**config.mk**
```make
export PLATFORM = sky130hd
export DESIGN_NAME = coincidence_dead_time_filter_top_flat
export DESIGN_NICKNAME = d
export VERILOG_FILES = /design/src/rtl/core/cdtf_pkg.sv /design/src/rtl/core/cdtf_if.sv /design/src/rtl/core/coincidence_dead_time_filter_top.sv /design/src/flat_wrapper.sv
export SDC_FILE = /design/constraint.sdc
export NUM_CORES = 1
export LEC_CHECK = 0
export BUFFER_PORTS_ARGS = -buffer_cell sky130_fd_sc_hd__buf_4
export CAP_MARGIN = 20
export CORE_MARGIN = 2
export CORE_UTILIZATION = 45
export CTS_CLUSTER_SIZE = 24
export DETAILED_ROUTE_END_ITERATION = 10
export GPL_TIMING_DRIVEN = 0
export PLACE_DENSITY = 0.7
export SETUP_SLACK_MARGIN = 0.05
export SKIP_CTS_REPAIR_TIMING = 1
export SYNTH_ARGS = -nofsm -noshare
export SYNTH_HDL_FRONTEND = slang
export SYNTH_SLANG_ARGS = --single-unit
```
**constraint.sdc**
```tcl
create_clock -name clk -period 8.4 [get_ports clk]
set_clock_uncertainty 0.05 [all_clocks]
set_input_delay 0.84 -clock clk [delete_from_list [all_inputs] [get_ports clk]]
set_output_delay 0.84 -clock clk [all_outputs]
set_load 0.01 [all_outputs]
```
**src/rtl/core/cdtf_pkg.sv**
```systemverilog
package cdtf_pkg;

  localparam int TIME_BITS  = 48;
  localparam int COUNT_BITS = 16;

  localparam int EVENT_TIME_BITS  = 48;
  localparam int DEAD_TIME_BITS   = 32;
  localparam int BUFFER_SIZE_BITS = 16;
  localparam int CFG_INDEX_BITS   = 3;
  localparam int CFG_DATA_BITS    = 32;

  localparam int CMP_BITS = (COUNT_BITS > BUFFER_SIZE_BITS) ? COUNT_BITS : BUFFER_SIZE_BITS;

  localparam logic [63:0] TIME_MAX_WIDE = {64{1'b1}} >> (64 - TIME_BITS);
  localparam logic [TIME_BITS-1:0]  TIME_MAX  = {TIME_BITS{1'b1}};
  localparam logic [COUNT_BITS-1:0] COUNT_MAX = {COUNT_BITS{1'b1}};

  typedef enum logic [CFG_INDEX_BITS-1:0] {
    CFG_DEAD_TIME   = 3'd0,
    CFG_PARALYSABLE = 3'd1,
    CFG_BUF_SIZE    = 3'd2,
    CFG_BUF_MODE    = 3'd3,
    CFG_CONSERVE    = 3'd4
  } cfg_reg_t;

endpackage

```
**src/rtl/core/cdtf_if.sv**
```systemverilog
interface cdtf_event_if
  import cdtf_pkg::*;
  ();
  logic                       valid;
  logic                       ready;
  logic [EVENT_TIME_BITS-1:0] event_time_ps;
  logic                       first_of_event;
  logic                       is_pair;

  modport source (output valid, event_time_ps, first_of_event, is_pair, input ready);
  modport sink   (input valid, event_time_ps, first_of_event, is_pair, output ready);
endinterface

interface cdtf_verdict_if;
  logic valid;
  logic ready;
  logic keep;

  modport source (output valid, keep, input ready);
  modport sink   (input valid, keep, output ready);
endinterface

interface cdtf_cfg_if
  import cdtf_pkg::*;
  ();
  logic                      valid;
  logic                      ready;
  logic [CFG_INDEX_BITS-1:0] index;
  logic [CFG_DATA_BITS-1:0]  data;

  modport source (output valid, index, data, input ready);
  modport sink   (input valid, index, data, output ready);
endinterface

```
**src/rtl/core/coincidence_dead_time_filter_top.sv**
```systemverilog
// Dead-time filter for a coincidence event stream. Every event transfer on
// the input yields exactly one verdict transfer on the output, in order, with
// keep set when the event is forwarded. An event is held in an input
// register, judged against the rebirth time and buffer count, and its verdict
// lands in an output register; one event is taken every cycle while the
// verdict side keeps up, and a stalled verdict holds the pipeline. The rebirth
// time and buffer count update in the same cycle as the judgment, which sets
// the one-event-per-cycle figure.
// Configuration writes are always taken and should be made while no event is
// in flight.
module coincidence_dead_time_filter_top
  import cdtf_pkg::*;
(
  input  logic           clk,
  input  logic           rst,
  cdtf_event_if.sink     events,
  cdtf_verdict_if.source verdicts,
  cdtf_cfg_if.sink       cfg
);

  logic [DEAD_TIME_BITS-1:0]   dead_time_ps;
  logic                        paralysable;
  logic [BUFFER_SIZE_BITS-1:0] buffer_size;
  logic                        buffer_mode;
  logic                        conserve_all_event;

  logic [TIME_BITS-1:0]  rebirth_time, rebirth_time_next;
  logic [COUNT_BITS-1:0] buffer_count, buffer_count_next;
  logic                  first_taken, first_taken_next;

  logic                       in_vld;
  logic [EVENT_TIME_BITS-1:0] in_time;
  logic                       in_first;
  logic                       in_pair;

  logic out_vld;
  logic out_keep;

  logic advance;
  logic fire;
  logic keep_c;

  logic [63:0]           t_wide;
  logic [TIME_BITS-1:0]  t_cl;
  logic [TIME_BITS:0]    t_sum;
  logic [TIME_BITS-1:0]  deadline;
  logic [COUNT_BITS-1:0] count_inc;
  logic                  size_nz;
  logic                  inc_ge_size;
  logic                  inc_eq_size;
  logic                  cnt_lt_size;

  assign cfg.ready      = 1'b1;
  assign advance        = !out_vld || verdicts.ready;
  assign events.ready   = !in_vld || advance;
  assign fire           = in_vld && advance;
  assign verdicts.valid = out_vld;
  assign verdicts.keep  = out_keep;

  assign t_wide   = 64'(in_time);
  assign t_cl     = (t_wide > TIME_MAX_WIDE) ? TIME_MAX : TIME_BITS'(t_wide);
  assign t_sum    = {1'b0, t_cl} + (TIME_BITS + 1)'(dead_time_ps);
  assign deadline = t_sum[TIME_BITS] ? TIME_MAX : t_sum[TIME_BITS-1:0];

  assign count_inc   = (buffer_count == COUNT_MAX) ? buffer_count : buffer_count + 1'b1;
  assign size_nz     = (buffer_size != '0);
  assign inc_ge_size = CMP_BITS'(count_inc) >= CMP_BITS'(buffer_size);
  assign inc_eq_size = CMP_BITS'(count_inc) == CMP_BITS'(buffer_size);
  assign cnt_lt_size = CMP_BITS'(buffer_count) < CMP_BITS'(buffer_size);

  always_comb begin
    keep_c            = 1'b0;
    rebirth_time_next = rebirth_time;
    buffer_count_next = buffer_count;
    first_taken_next  = first_taken;
    if (!in_pair) begin
      keep_c = 1'b0;
    end else if (conserve_all_event && !in_first) begin
      // Follower coincidence copies the verdict given to the first one.
      keep_c = first_taken;
      if (first_taken && size_nz) begin
        buffer_count_next = count_inc;
      end
    end else begin
      if (t_cl >= rebirth_time) begin
        keep_c = 1'b1;
        if (size_nz) begin
          buffer_count_next = count_inc;
          if (inc_ge_size) begin
            rebirth_time_next = deadline;
            buffer_count_next = '0;
          end
        end else begin
          rebirth_time_next = deadline;
        end
      end else if (size_nz && buffer_mode) begin
        if (cnt_lt_size) begin
          buffer_count_next = count_inc;
          keep_c            = 1'b1;
          if (paralysable && inc_eq_size) begin
            rebirth_time_next = deadline;
          end
        end
      end else if (paralysable && !size_nz) begin
        rebirth_time_next = deadline;
      end
      if (conserve_all_event) begin
        first_taken_next = keep_c;
      end
    end
  end

  always_ff @(posedge clk) begin
    if (rst) begin
      dead_time_ps       <= '0;
      paralysable        <= 1'b0;
      buffer_size        <= '0;
      buffer_mode        <= 1'b0;
      conserve_all_event <= 1'b1;
    end else if (cfg.valid) begin
      case (cfg.index)
        CFG_DEAD_TIME:   dead_time_ps       <= cfg.data[DEAD_TIME_BITS-1:0];
        CFG_PARALYSABLE: paralysable        <= cfg.data[0];
        CFG_BUF_SIZE:    buffer_size        <= cfg.data[BUFFER_SIZE_BITS-1:0];
        CFG_BUF_MODE:    buffer_mode        <= cfg.data[0];
        CFG_CONSERVE:    conserve_all_event <= cfg.data[0];
        default: ;
      endcase
    end
  end

  always_ff @(posedge clk) begin
    if (rst) begin
      rebirth_time <= '0;
      buffer_count <= '0;
      first_taken  <= 1'b0;
      in_vld       <= 1'b0;
      out_vld      <= 1'b0;
    end else begin
      if (fire) begin
        rebirth_time <= rebirth_time_next;
        buffer_count <= buffer_count_next;
        first_taken  <= first_taken_next;
      end
      if (events.ready) begin
        in_vld <= events.valid;
      end
      if (advance) begin
        out_vld <= in_vld;
      end
    end
  end

  always_ff @(posedge clk) begin
    if (events.ready && events.valid) begin
      in_time  <= events.event_time_ps;
      in_first <= events.first_of_event;
      in_pair  <= events.is_pair;
    end
    if (fire) begin
      out_keep <= keep_c;
    end
  end

endmodule

```
**src/flat_wrapper.sv**
```systemverilog
// flat-port wrapper written by rule: the top's interface ports become plain ports
module coincidence_dead_time_filter_top_flat import cdtf_pkg::*;
  (clk, rst, events_valid, events_event_time_ps, events_first_of_event, events_is_pair, events_ready, verdicts_valid, verdicts_keep, verdicts_ready, cfg_valid, cfg_index, cfg_data, cfg_ready);
  cdtf_event_if events_i ();
  cdtf_verdict_if verdicts_i ();
  cdtf_cfg_if cfg_i ();
  input  logic clk;
  input  logic rst;
  input wire logic [$bits(events_i.valid)-1:0] events_valid;
  input wire logic [$bits(events_i.event_time_ps)-1:0] events_event_time_ps;
  input wire logic [$bits(events_i.first_of_event)-1:0] events_first_of_event;
  input wire logic [$bits(events_i.is_pair)-1:0] events_is_pair;
  output wire logic [$bits(events_i.ready)-1:0] events_ready;
  output wire logic [$bits(verdicts_i.valid)-1:0] verdicts_valid;
  output wire logic [$bits(verdicts_i.keep)-1:0] verdicts_keep;
  input wire logic [$bits(verdicts_i.ready)-1:0] verdicts_ready;
  input wire logic [$bits(cfg_i.valid)-1:0] cfg_valid;
  input wire logic [$bits(cfg_i.index)-1:0] cfg_index;
  input wire logic [$bits(cfg_i.data)-1:0] cfg_data;
  output wire logic [$bits(cfg_i.ready)-1:0] cfg_ready;
  assign events_i.valid = events_valid;
  assign events_i.event_time_ps = events_event_time_ps;
  assign events_i.first_of_event = events_first_of_event;
  assign events_i.is_pair = events_is_pair;
  assign events_ready = events_i.ready;
  assign verdicts_valid = verdicts_i.valid;
  assign verdicts_keep = verdicts_i.keep;
  assign verdicts_i.ready = verdicts_ready;
  assign cfg_i.valid = cfg_valid;
  assign cfg_i.index = cfg_index;
  assign cfg_i.data = cfg_data;
  assign cfg_ready = cfg_i.ready;
  coincidence_dead_time_filter_top u_core (.clk(clk), .rst(rst), .events(events_i), .verdicts(verdicts_i), .cfg(cfg_i));
endmodule
```
==> impl_metrics.yaml <==
route:
  wirelength_microns: 26700
  drtIter0Drc: 637
  wl_per_cell_microns: 17.3
  drtPass1Iterations: 5
  dr_total_vias: 8756
  ant_nets: 0
  drc: 0
  via_per_inst: 5.67
layout:
  drive_gt1_frac: 0.104
  final_cell_count_no_fill: 1543
  n_antenna_cell: 0
  fin_util: 0.534
  multi_input_area_sq_mm: 0.00566
  syn2layout_area_growth_pct: 16.3
  n_fill_cell: 2042
  seqCellArea_sq_mm: 0.00389
  finalNetCount: 1453
power_and_ir_drop:
  peakVddDrop_v: 0.000111
  power_density_mw_per_mm2: 163
  finalPower_mw: 1.91
  p_leak_nw: 4.68
synth:
  yosys.area.top_type: "dfxtp_1"
  synthArstFlopShare: 0
  ys_seq_area_frac: 0.387
  ys_seq_elements: 169
  yosysTopAreaCellShare: 0.235
  synth_cell_types: 61
  syn_inst: 1138
  synth_area_leaders: "dfxtp_1 (24%), edfxtp_1 (15%), ha_1 (14%)"
  synth_nets: 1341
  post_synth_instance_area_sq_mm: 0.0100
  ys.flop_type: "dfxtp_1"
  ys_warn_count: 0
  syn_avg_cell_area_sq_um: 8.83
  synth_enable_flop_cells: 51
global_routing:
  grt_util_all_layers: 0.227
  antenna_found_initial: 0
  grt_remaining_overflow: 0
  grt_max_degree: 40
  grt_pass1_vias: 8517
  grt_pass1_wl_microns: 42700
clock_tree:
  cts.htree.levels: 4
  cts_tree: "done"
  insertion_delay_ns: 0.43
  path_clk_slew_ns: 0.07
  cts_sinks: 169
  cts_buffers: 17
  clock_path_buffers: 2
  cts_root_buf: "clkbuf_16"
timing:
  finalMaxSlewViolations: 0
  tns_ns: 0
  slew_headroom: 0.488
  layout_min_cycle_time_ns: 5.20
  max_freq_mhz: 192
  max_slew.worst_pin.slew_ns: 0.768
  setup_viol: 0
  layout_worst_path_cycle_share: 0.619
  rsz0062_at_grt: "false"
  hold_viol_final: 0
flow_run:
  cap_viol_max_count: 0
setup_path:
  critPathArrivalTime_ns: 5.42
  reg2reg_depth: 19
  crit_type: "reg2reg"
  crit_slowest_cell: "clkbuf_1"
  crit_path_cell_trace: "and4_1 -> nand4_1 -> nor2_1 -> nand4_1 -> clkbuf_1 -> nand2_1 -> nor2_1 -> xor2_1 -> ha_1 -> nand4_1 -> or3_1 -> a21oi_1 -> o41ai_1 -> a21o_1 -> and2_1 -> clkbuf_1 -> nor2_1 -> clkbuf_1 -> a221oi_1"
  endpoint_kind: "flip-flop"
  cp-start-kind: "flip-flop"
  cp_max_fo: 10
  required_ns: 8.62
  max_stage_delay_ns: 0.55
placed_design:
  portBuffers: 92
  placedCellCount: 1511
  gp_congestion: 0.925
  hpwl_microns: 20500
floorplan:
  start_util: 0.459
  rows: 54
  fp.dieW_microns: 153
  io_pins: 94
  dieHeight_microns: 153
  core-area_sq_mm: 0.0219
  dieArea_sq_mm: 0.0235
min_path:
  holdPathStages: 2
  hp-class: "reg2reg"
status:
  status: "finished clean"
sequential cells by signal (all words and copies together), names as in the netlist:
| register | cells |
|---|---|
| u_core.buffer_mode | 1 |
| u_core.verdicts.keep | 1 |
| u_core.conserve_all_event | 1 |
| u_core.dead_time_ps | 32 |
| u_core.in_vld | 1 |
| u_core.in_time | 48 |
| u_core.first_taken | 1 |
| u_core.rebirth_time | 48 |
| u_core.buffer_size | 16 |
| u_core.paralysable | 1 |
| u_core.in_pair | 1 |
| u_core.buffer_count | 16 |
| u_core.in_first | 1 |
| u_core.verdicts.valid | 1 |
cells in the mapped netlist, types with 5 or more instances:
master,number
a311oi_1,15
nor2_1,64
nor2b_1,10
dfxtp_1,118
a21o_1,31
nand2_1,157
o211ai_1,8
nand4_1,23
a21oi_1,124
and3_1,10
nor4_1,5
ha_1,112
and4_1,11
a211oi_1,19
inv_1,75
o31ai_1,5
nand3b_1,8
nand2b_1,8
clkbuf_1,49
edfxtp_1,51
o21ai_0,39
mux2i_1,14
nand3_1,23
xnor2_1,27
and2_1,12
a31oi_1,7
a221oi_1,19
xor2_1,23
nor3_1,18
per-layer routing:
metal / routed length, microns / track usage / part of all wire
met2: 12300 / 0.372 / 0.46
met4: 815 / 0.0839 / 0.031
met5: 0 / 0 / 0
met1: 11800 / 0.297 / 0.44
met3: 1770 / 0.0471 / 0.066
cell type report:
class	instances	area share
multi-input cells	842	0.484
flip-flops and latches	169	0.333
repair buffers	93	0.0608
clock buffers	22	0.0380
well taps	280	0.0300
inverters	75	0.0241
plain buffers	52	0.0183
clock inverters	10	0.0111
metrics by stage:
| stage | setup slack [ns] | cell area (sq um) | hold slack (ns) |
|---|---|---|---|
| floorplan | 4.47 | 10000 | 0.382 |
| global placement | 3.39 | 11100 | 0.393 |
| detailed placement | 3.33 | 11100 | 0.395 |
| CTS | 3.29 | 11700 | 0.404 |
| global route | 2.89 | 11700 | 0.423 |
| finish | 3.20 | 11700 | 0.403 |
critical path, delay by kind of cell (launching register included):
family / cells / cell delay [ns]
and+or+nand+nor: 10 / 2.38
buffers and inverters: 3 / 0.99
AOI/OAI and AO/OA: 4 / 0.64
adders and majority gates: 1 / 0.30
xor gates and xnor gates: 1 / 0.17
DFF: 1 / 0.52
cell usage in the layout (no fill, tap or decap), types with 27 or more instances in the layout:
| cell type | instances |
|---|---|
| nor2_1 | 64 |
| a21o_1 | 31 |
| clkbuf_1 | 54 |
| a21oi_1 | 124 |
| o21ai_0 | 39 |
| inv_1 | 75 |
| ha_1 | 112 |
| buf_4 | 93 |
| dfxtp_1 | 118 |
| nand2_1 | 157 |
| xnor2_1 | 27 |
| edfxtp_1 | 51 |
logic make-up after synthesis:
group	count (synthesis)	synth area share
compound gates	305	0.194
xor+xnor	50	0.0436
fa+ha+maj	113	0.141
buf+inv	127	0.0493
flops	169	0.387
mux	15	0.0151
other cells	1	0.000373
simple gates	358	0.169
worst paths after layout:
path	slack, ns	to	start
worst max-delay path	3.20	u_core.rebirth_time[37]$_SDFFE_PP0P_	u_core.buffer_count[4]$_SDFFE_PP0P_
worst min-delay path	0.40	u_core.rebirth_time[32]$_SDFFE_PP0P_	u_core.rebirth_time[32]$_SDFFE_PP0P_
worst max register to register	3.20	u_core.rebirth_time[37]$_SDFFE_PP0P_	u_core.buffer_count[4]$_SDFFE_PP0P_
worst min register to register	0.40	u_core.rebirth_time[32]$_SDFFE_PP0P_	u_core.rebirth_time[32]$_SDFFE_PP0P_
report_power, final:
part	internal [mW]	switching [mW]	leakage, nW
clock	0.465	0.321	0.279
sequential	0.871	0.0217	1.45
combinational	0.0984	0.130	2.95
total	1.44	0.473	4.68
Note: power is estimated with default switching activity, not from simulation.
